## src/sv/mas_pkg.sv

```systemverilog
`default_nettype none

package mas_pkg;

	// Matrix geometry and element width
	localparam int MAX_DIM    = 8;
	localparam int ELEM_WIDTH = 32;
	localparam int IDX_W      = 3;
	localparam int DIM_W      = 4;
	localparam int ADDR_W     = 2 * IDX_W;
	localparam int DEPTH      = MAX_DIM * MAX_DIM;
	localparam int OPER_W     = 2;

	// Stream and configuration port widths
	localparam int OP_W       = 2;
	localparam int S_DATA_W   = 40;
	localparam int M_DATA_W   = 40;
	localparam int CFG_IDX_W  = 3;
	localparam int CFG_DATA_W = 4;

	// Item kinds carried on s_tuser
	localparam logic [OP_W-1:0] OP_WRITE_A = 2'd0;
	localparam logic [OP_W-1:0] OP_WRITE_B = 2'd1;
	localparam logic [OP_W-1:0] OP_COMPUTE = 2'd2;

	// Operation register codes
	localparam logic [OPER_W-1:0] OPER_ADD = 2'd0;
	localparam logic [OPER_W-1:0] OPER_SUB = 2'd1;
	localparam logic [OPER_W-1:0] OPER_MUL = 2'd2;

	// Configuration register indexes
	localparam logic [CFG_IDX_W-1:0] REG_ROWS_A    = 3'd0;
	localparam logic [CFG_IDX_W-1:0] REG_COLS_A    = 3'd1;
	localparam logic [CFG_IDX_W-1:0] REG_ROWS_B    = 3'd2;
	localparam logic [CFG_IDX_W-1:0] REG_COLS_B    = 3'd3;
	localparam logic [CFG_IDX_W-1:0] REG_OPERATION = 3'd4;

	// Sequencer states
	typedef enum logic [2:0] {
		ST_IDLE,
		ST_READ,
		ST_OP,
		ST_ACC,
		ST_EMIT
	} st_t;

	// Control of the shared arithmetic unit
	typedef struct packed {
		logic              op_en;
		logic              acc_en;
		logic              acc_clr;
		logic [OPER_W-1:0] mode;
	} mac_ctl_t;

endpackage

`default_nettype wire

```

## src/sv/mas_mac.sv

```systemverilog
`default_nettype none

// Shared add / subtract / multiply-accumulate unit, two registered stages.
module mas_mac
	import mas_pkg::*;
(
	input  wire logic                  clk,
	input  wire mac_ctl_t              ctl,
	input  wire logic [ELEM_WIDTH-1:0] a,
	input  wire logic [ELEM_WIDTH-1:0] b,
	output logic      [ELEM_WIDTH-1:0] acc
);

	logic [ELEM_WIDTH-1:0]   op_res;
	logic [ELEM_WIDTH-1:0]   res_s1;
	logic [ELEM_WIDTH-1:0]   acc_q;

	// Select the element operation; keep the low half of the product, which wraps
	always_comb begin
		case (ctl.mode)
			OPER_SUB: op_res = a - b;
			OPER_MUL: op_res = a * b;
			default:  op_res = a + b;
		endcase
	end

	// Register the operation result
	always_ff @(posedge clk) begin
		if (ctl.op_en) begin
			res_s1 <= op_res;
		end
	end

	// Accumulate, restarting on the first term of an element
	always_ff @(posedge clk) begin
		if (ctl.acc_en) begin
			if (ctl.acc_clr) begin
				acc_q <= res_s1;
			end else begin
				acc_q <= acc_q + res_s1;
			end
		end
	end

	assign acc = acc_q;

endmodule

`default_nettype wire

```

## config.mk

```make
export PLATFORM = sky130hd
export DESIGN_NAME = mas_mac
export DESIGN_NICKNAME = d
export VERILOG_FILES = /design/src/sv/mas_pkg.sv /design/src/sv/mas_mac.sv
export SDC_FILE = /design/constraint.sdc
export NUM_CORES = 1
export LEC_CHECK = 0
export BUFFER_PORTS_ARGS = -buffer_cell sky130_fd_sc_hd__buf_2
export CAP_MARGIN = 20
export CORE_ASPECT_RATIO = 1.4
export CORE_MARGIN = 4
export CORE_UTILIZATION = 57
export DETAILED_ROUTE_END_ITERATION = 10
export PLACE_DENSITY = 0.75
export SLEW_MARGIN = 20
export SYNTH_ARGS = -nofsm -noshare
export SYNTH_HDL_FRONTEND = slang
export SYNTH_SLANG_ARGS = --single-unit
```

## constraint.sdc

```tcl
create_clock -name clk -period 14.88 [get_ports clk]
set_input_delay 2.232 -clock clk [delete_from_list [all_inputs] [get_ports clk]]
set_output_delay 2.232 -clock clk [all_outputs]
set_load 0.05 [all_outputs]
```

* Yosys cells after proc, flatten, opt, wreduce, memory -nomap -nowiden
Index checks and enable logic that the tools add are counted.
** Word-level totals
- Output and inout bits :: 32
- Register bits after elaboration :: 64
- Word-level logic and storage cells :: 10
- Bits of input ports :: 70
** Operators by class
- Multiplexer cells :: 2
- Multipliers :: 1
- Add/subtract/negate cells :: 3
- Equality and inequality tests :: 2
** Operator list (number)
- adder 32 bit :: 2
- case mux 32 bit (2 select lines) :: 1
- multiplier 32 x 32 -> 32 bit :: 1
- two-way mux 32 bit :: 1
- subtractor 32 bit :: 1
- equality test 2 x 1 -> 1 bit, second input constant :: 1
- equality test 2 bit, second input constant :: 1

* Depth between registers and ports, before layout
Gate-level depths: netlist of run 1.
- Word-level depth :: 2
- Mapped depth :: 27
- Gate-level depth less buffers :: 25

* Worst setup path after synthesis of run 1
OpenSTA, ideal clock, no wires.
- Path kind :: input -> register
- Start :: input port a[12]
- End :: register res_s1[30], data pin
- Arrival :: 8778 ps
- Required time :: 14609 ps
- Slack :: 5831 ps
- Setup time :: 271 ps
- Stages :: 25
- Cells stage by stage :: clkbuf_1 > clkbuf_1 > and2_1 > fa_1 > fa_1 > fa_1 > inv_1 > fa_1 > inv_1 > fa_1 > inv_1 > fa_1 > inv_1 > fa_1 > fa_1 > ha_1 > a21o_1 > a21oi_1 > nor2_1 > o221a_2 > o21a_1 > a311o_1 > a41oi_1 > mux2i_1 > o211ai_1
** Between the ends
- Word-level cells in the longest chain between the ends :: 2
** Ends and longest elaborated chain
- start, declared :: RTL line mas_mac.sv:9 : input wire logic [ELEM_WIDTH-1:0] a,
- multiplier 32 x 32 -> 32 bit, or another cell as far along :: RTL line mas_mac.sv:22 : OPER_MUL: op_res = a * b;
- case mux 32 bit (2 select lines) * :: RTL line mas_mac.sv:20 : case (ctl.mode)
- net op_res[30] :: RTL line mas_mac.sv:14 : logic [ELEM_WIDTH-1:0] op_res;
- end signal, assigned :: RTL line mas_mac.sv:30 : res_s1 <= op_res;
- end, declared :: RTL line mas_mac.sv:15 : logic [ELEM_WIDTH-1:0] res_s1;
The timed path passes the listed nets; every way through them passes the cells marked *.
A chain may end at the register's enable or synchronous reset.

* Worst setup path after layout of run 1
- Start :: input port b[7]
- End :: register res_s1[31], data pin
** Between the ends
- Word-level cells in the longest chain between the ends :: 2
** Ends and longest elaborated chain
- start, declared :: RTL line mas_mac.sv:10 : input wire logic [ELEM_WIDTH-1:0] b,
- multiplier 32 x 32 -> 32 bit, or another cell as far along :: RTL line mas_mac.sv:22
- case mux 32 bit (2 select lines) * :: RTL line mas_mac.sv:20
- net op_res[31] :: RTL line mas_mac.sv:14
Marks and branches as above.

==> results.sh, run 1 <==
export IMPL_status="finished clean"
export IMPL_grt_use_met1_pct=34.4
export IMPL_grt_max_degree=64
export IMPL_pin_count=102
export IMPL_top_usage_layer="met2"
export IMPL_ys_seq_area_share_pct=8.71
export IMPL_fin_hold_ws_ns=0.560
export IMPL_cp_start_kind="input port"
export IMPL_met2_usage_pct=57.7
export IMPL_ys_async_sr_fraction_pct=0
export IMPL_worst_pin_slew_ns=1.09
export IMPL_drv_slew=0
export IMPL_max_clock_freq_mhz=107
export IMPL_dp_cells=2984
export IMPL_setup_viol=0
export IMPL_rows=85
export IMPL_finalWorstSetupSlack_ns=5.50
export IMPL_first_pass_iters=5
export IMPL_worstPathMaxFanout=30
export IMPL_critPathCaptureType="register"
export IMPL_met3_usage_pct=3.64
export IMPL_ys_top_cells_by_area="fa_1, ha_1, and2_1, edfxtp_1, inv_1"
export IMPL_post_synth_top_area_fraction_pct=37.2
export IMPL_grt_pass1_vias=19854
export IMPL_die_y_um=241
export IMPL_yosys_register_bits=64
export IMPL_fillers=3298
export IMPL_io_buffers=101
export IMPL_syn_inst=2466
export IMPL_ant_nets=0
export IMPL_cap_violations=0
export IMPL_cts_sinks=64
export IMPL_path_clk_slew_ns=0.06
export IMPL_cts_resized_gates=0
export IMPL_syn_mean_instance_area_sq_um=8.95
export IMPL_final_setup_skew_ns=0.0116
export IMPL_dp_slack_ns=5.15
export IMPL_clock_latency_ns=0.34
export IMPL_ys_warn_count=0
export IMPL_hold_path_class="reg -> reg"
export IMPL_via_per_inst=5.88
export IMPL_hold_viol=0
export IMPL_ys_flop_type="edfxtp_1"
export IMPL_fin_crit_ns=9.38
export IMPL_ys_types=74
export IMPL_cp_required_ns=14.96
export IMPL_holdPathStages=2
export IMPL_cts_max_level=3
export IMPL_synth_largest_area_cell="fa_1"
export IMPL_synth_edf_count=64
export IMPL_cts_buffers=9
export IMPL_path_class="in -> reg"
export IMPL_die_area_sq_um=42000
export IMPL_reg2regPathDepth=10
export IMPL_relSlewSlack_pct=27.2
export IMPL_vias=17664
export IMPL_core_area_sq_um=38400
export IMPL_grt_pass1_wl_um=102000
export IMPL_drt_iter0_markers=1167
export IMPL_syn_num_nets=3133
export IMPL_worstPathArrival_ns=9.46
export IMPL_post_cts_setup_buffers=0
export IMPL_die_width_um=174
export IMPL_clockRootBuffer="clkbuf_16"
export IMPL_fin_crit_sh_pct=63.0
export IMPL_fin_cells=3002
export IMPL_synth_area_sq_um=22100
export IMPL_place_congestion=0.960
export IMPL_cts_tree="built"
export IMPL_postCtsHoldBufs=0
export IMPL_clockBufferDepth=2
export IMPL_antenna_found_initial=1
export IMPL_fin_tns_setup_ns=0
export IMPL_initial_core_util_pct=57.5
export IMPL_drive_above_1_share_pct=6.01
export IMPL_routed_wl_um=63700
export IMPL_dp_hpwl_um=49100
export IMPL_wl_per_cell_um=21.2
export IMPL_final_nets=3140
export IMPL_syn_to_final_growth_pct=5.20
export IMPL_grt_ovfl_total=0
export IMPL_remaining_drc_errors=0
export IMPL_rsz0062_at_grt="no"
export IMPL_grt_usage_pct=31.1
==> cell usage in the layout (no fill, tap or decap), drive strengths merged, types with 4 or more instances in the layout <==
cell | Yosys | routed
inv | 418 | 420
fa | 410 | 410
and2 | 313 | 313
nand2 | 298 | 298
ha | 187 | 187
buf | 3 | 114
xnor2 | 96 | 96
a21oi | 84 | 84
o21ai | 78 | 78
edfxtp | 64 | 64
nor2 | 62 | 62
xor2 | 58 | 58
a21o | 31 | 31
nor3 | 21 | 21
nand2b | 18 | 18
nand3 | 18 | 18
o31ai | 18 | 18
a31oi | 15 | 15
o21a | 14 | 14
nor2b | 14 | 14
and3 | 11 | 11
a211oi | 10 | 10
mux2i | 9 | 9
clkbuf | 115 | 9
or3 | 8 | 8
nor4 | 7 | 7
o21bai | 7 | 7
o211ai | 6 | 6
o41ai | 6 | 6
or4 | 5 | 5
o2111ai | 5 | 5
and4 | 4 | 4
a221o | 4 | 4
==> registers in the layout (all words and copies together) (netlist names) <==
signal  flops
res_s1     32
acc        32
==> critical path, cell delays in order <==
cell	delay [ns]
buf_2	0.53
and2_1	0.25
fa_1	0.45
fa_1	0.51
fa_1	0.52
inv_1	0.05
fa_1	0.48
inv_1	0.05
fa_1	0.48
fa_1	0.56
fa_1	0.44
fa_1	0.45
ha_1	0.45
and4_1	0.25
and4_1	0.30
nand2_1	0.08
a311oi_1	0.37
o221ai_1	0.31
a21oi_1	0.28
a31oi_1	0.13
xnor2_1	0.16
mux2i_1	0.08
==> path summary, 6_finish.rpt <==
path | start | end | slack, ns
worst max-delay path | b[7] | res_s1[31] | 5.50
worst min-delay path | res_s1[23] | acc[23] | 0.56
worst max register to register | res_s1[4] | acc[31] | 11.54
worst min register to register | res_s1[23] | acc[23] | 0.56
==> cell usage after synthesis (all sizes together), types with 3 or more instances <==
master / number
or3: 8
nor2b: 14
o311ai: 3
a2111oi: 3
and4: 4
nand4: 3
xnor2: 96
a221o: 4
mux2: 3
buf: 3
mux2i: 9
nor3: 21
nor2: 62
and2: 313
a41oi: 3
a211oi: 10
o221a: 3
and3: 11
o21ai: 78
a21o: 31
or4: 5
edfxtp: 64
nand3: 18
nand2b: 18
ha: 187
a31oi: 15
nor4: 7
nand2: 298
o211ai: 6
fa: 410
a21oi: 84
a221oi: 3
o2111ai: 5
a21boi: 3
inv: 418
clkbuf: 115
o21bai: 7
xor2: 58
o31ai: 18
o21a: 14
o41ai: 6
==> logic make-up after synthesis <==
group           share of synthesized area (%)
simple gates                             18.1
fa+ha+maj                                47.8
buf+inv                                  9.12
compound gates                           9.61
xor+xnor                                 6.11
flops                                    8.71
mux                                     0.561
==> metrics by stage <==
| step | cell area (sq um) | utilization [%] |
|---|---|---|
| after detailed placement | 22900 | 59.6 |
| final | 23200 | 60.5 |
| after global routing | 23200 | 60.5 |
| after floorplan | 22100 | - |
| after global placement | 22900 | 59.6 |
| after CTS | 23200 | 60.5 |
==> per-layer routing <==
layer  up-vias  share of wire (%)
met4         0                6.5
met2       769                 53
met5         -                  0
met1      8905                 35
li1       7732                  -
met3       258                5.9
==> cell type report <==
| class | instances | area, sq um | share of cell area (%) |
|---|---|---|---|
| inverters | 418 | 1570 | 6.76 |
| clock buffers | 9 | 225 | 0.970 |
| well taps | 522 | 653 | 2.81 |
| multi-input cells | 1866 | 18100 | 78.1 |
| flip-flops and latches | 64 | 1920 | 8.28 |
| diodes | 2 | 5.00 | 0.0216 |
| clock inverters | 7 | 103 | 0.442 |
| repair buffers | 114 | 603 | 2.60 |
Power of run 1 is not shown: default switching activity piles up to over one toggle a cycle in this logic, so the estimate is an artifact.
==> run 2, diff against run 1 <==
PLACE_DENSITY = 0.78   (was 0.75)
clock period = 8 ns   (was 14.88 ns; I/O delays follow)
==> run 2 against run 1 <==
Critical path depth increased by 2. Cell count up 5.1%. Sequential share of layout area fell by 0.41 points. Non-clock buffer count rose by 151. Routed wire length rose by 5.2%. Sequential cell count stayed put. Global-route usage increased by 1.5 points. Setup slack worse by 5.4 ns. Design area increased by 5.2%. Die area unchanged.
==> results.sh, run 2 (same netlist as run 1, synthesis figures left out) <==
export IMPL_crit_chain="buf_2 -> buf_4 -> nand2_1 -> fa_1 -> inv_1 -> fa_1 -> fa_1 -> inv_1 -> fa_1 -> inv_1 -> fa_1 -> fa_1 -> fa_1 -> fa_1 -> ha_1 -> and4_1 -> and4_1 -> nand2_1 -> a311oi_1 -> o221ai_2 -> a21oi_1 -> a31oi_1 -> xnor2_1 -> mux2i_1"
export IMPL_clock_latency_ns=0.35
export IMPL_syn_to_final_growth_pct=10.7
export IMPL_path_class="in -> reg"
export IMPL_cp_start_kind="input port"
export IMPL_worstPathArrival_ns=7.95
export IMPL_via_per_inst=5.81
export IMPL_grt_pass1_wl_um=106000
export IMPL_drt_iter0_markers=1167
export IMPL_grt_pass1_vias=20218
export IMPL_fin_cells=3154
export IMPL_cp_num_buf_inv=5
export IMPL_cts_max_level=3
export IMPL_mostFrequentLayoutCells="inv_1, fa_1, and2_1"
export IMPL_grt_max_degree=64
export IMPL_final_common_cell="inv_1"
export IMPL_clockBufferDepth=2
export IMPL_dp_cells=3135
export IMPL_max_stage_delay_ns=0.54
export IMPL_hold_path_class="reg -> reg"
export IMPL_place_congestion=1.01
export IMPL_dp_slack_ns=-0.348
export IMPL_cts_buffers=9
export IMPL_worstPathMaxFanout=10
export IMPL_path_clk_slew_ns=0.06
export IMPL_wl_per_cell_um=21.3
export IMPL_postCtsHoldBufs=0
export IMPL_antenna_found_initial=6
export IMPL_critPathCaptureType="register"
export IMPL_cp_common_cell="fa_1"
export IMPL_dp_hpwl_um=56600
export IMPL_hold_path_end="acc[4]"
export IMPL_relSlewSlack_pct=24.5
export IMPL_routed_wl_um=67000
export IMPL_hold_start="res_s1[4]"
export IMPL_holdPathStages=1
export IMPL_final_setup_skew_ns=0.00588
export IMPL_drv_slew=0
export IMPL_pin_count=102
export IMPL_hold_viol=0
export IMPL_die_area_sq_um=42000
export IMPL_timing_rr_end="acc[31]"
export IMPL_core_area_sq_um=38400
export IMPL_grt_usage_pct=32.5
export IMPL_vias=18334
export IMPL_worst_pin_slew_ns=1.13
export IMPL_clockRootBuffer="clkbuf_16"
export IMPL_die_y_um=241
export IMPL_fin_crit_ns=7.86
export IMPL_die_width_um=174
export IMPL_remaining_drc_errors=0
export IMPL_initial_core_util_pct=57.5
export IMPL_finalWorstSetupSlack_ns=0.140
export IMPL_setup_viol=0
export IMPL_rows=85
export IMPL_final_nets=3291
export IMPL_crit_family="adder cells"
export IMPL_ant_nets=0
export IMPL_cap_violations=0
export IMPL_reg2regPathDepth=10
export IMPL_cts_sinks=64
export IMPL_io_buffers=101
export IMPL_drive_above_1_share_pct=11.5
export IMPL_cp_required_ns=8.09
export IMPL_grt_ovfl_total=0
export IMPL_reg2reg_from="res_s1[3]"
export IMPL_fin_crit_sh_pct=98.3
export IMPL_r2r_setup_slack_ns=4.66
export IMPL_cpMaxStageDelayCell="fa_1"
export IMPL_status="finished clean"
export IMPL_cts_tree="built"
export IMPL_max_clock_freq_mhz=127
export IMPL_first_pass_iters=5
-- run 2: cell types whose count changed in the layout (fill, tap and decap cells not counted), sizes merged --
cell | before | now
clkbuf | 9 | 10
diode | 2 | 3
clkinv | 2 | 5
buf | 114 | 264
bufinv | 2 | 1
inv | 420 | 418
-- run 2: worst reg2reg max path: cells and delay by family, from the launching register on --
kind                       cells  cell delay [ns]
muxes                          1             0.36
adders and majority gates      1             0.37
DFF                            1             0.41
AOI/OAI and AO/OA              7             1.80
xor gates and xnor gates       1             0.15
-- run 2: repair_timing --
item / 4_1_cts / 5_1_grt
setup endpoints to repair: 0 / 6
setup buffers: 0 / 0
gates resized for setup: 0 / 6
-- run 2: layout make-up --
class                      instances  area [sq um]
sequential                        64          1920
fill                            3135         14000
inverter                         418          1570
antenna                            3          7.51
clock inverter                     7          72.6
clock buffer                       9           225
multi-input combinational       1866         18200
timing repair buffer             265          1820
tap                              522           653
-- run 2: stage by stage --
step           hold slack [ns]  utilization (%)  instance area [sq um]  setup TNS [ns]
6_report                 0.554             63.6                  24400               0
5_1_grt                  0.589             63.6                  24400          -0.336
4_1_cts                  0.557             63.5                  24400               0
3_5_place_dp             0.544             62.8                  24100           -1.40
3_3_place_gp             0.542             62.8                  24100          -0.946
2_1_floorplan            0.525                -                  22100               0
-- run 2: worst max-delay path by stage --
stage	start	end	slack, ns	depth (start not counted)
2_1_floorplan	b[6]	res_s1[30]	0.009	25
3_3_place_gp	a[6]	res_s1[22]	-0.24	25
3_5_place_dp	a[6]	res_s1[22]	-0.35	25
4_1_cts	a[6]	res_s1[22]	0.004	25
5_1_grt	a[13]	res_s1[31]	-0.16	24
6_report	a[12]	res_s1[31]	0.14	24
-- run 2: per-layer routing --
layer | vias up | routed length [um] | track usage, %
met4 | 2 | 6260 | 23.7
li1 | 8048 | - | -
met2 | 854 | 34500 | 59.2
met1 | 9098 | 21900 | 34.8
met5 | - | 7 | 0
met3 | 332 | 4320 | 4.07
Power of run 2 is left out for the same reason.
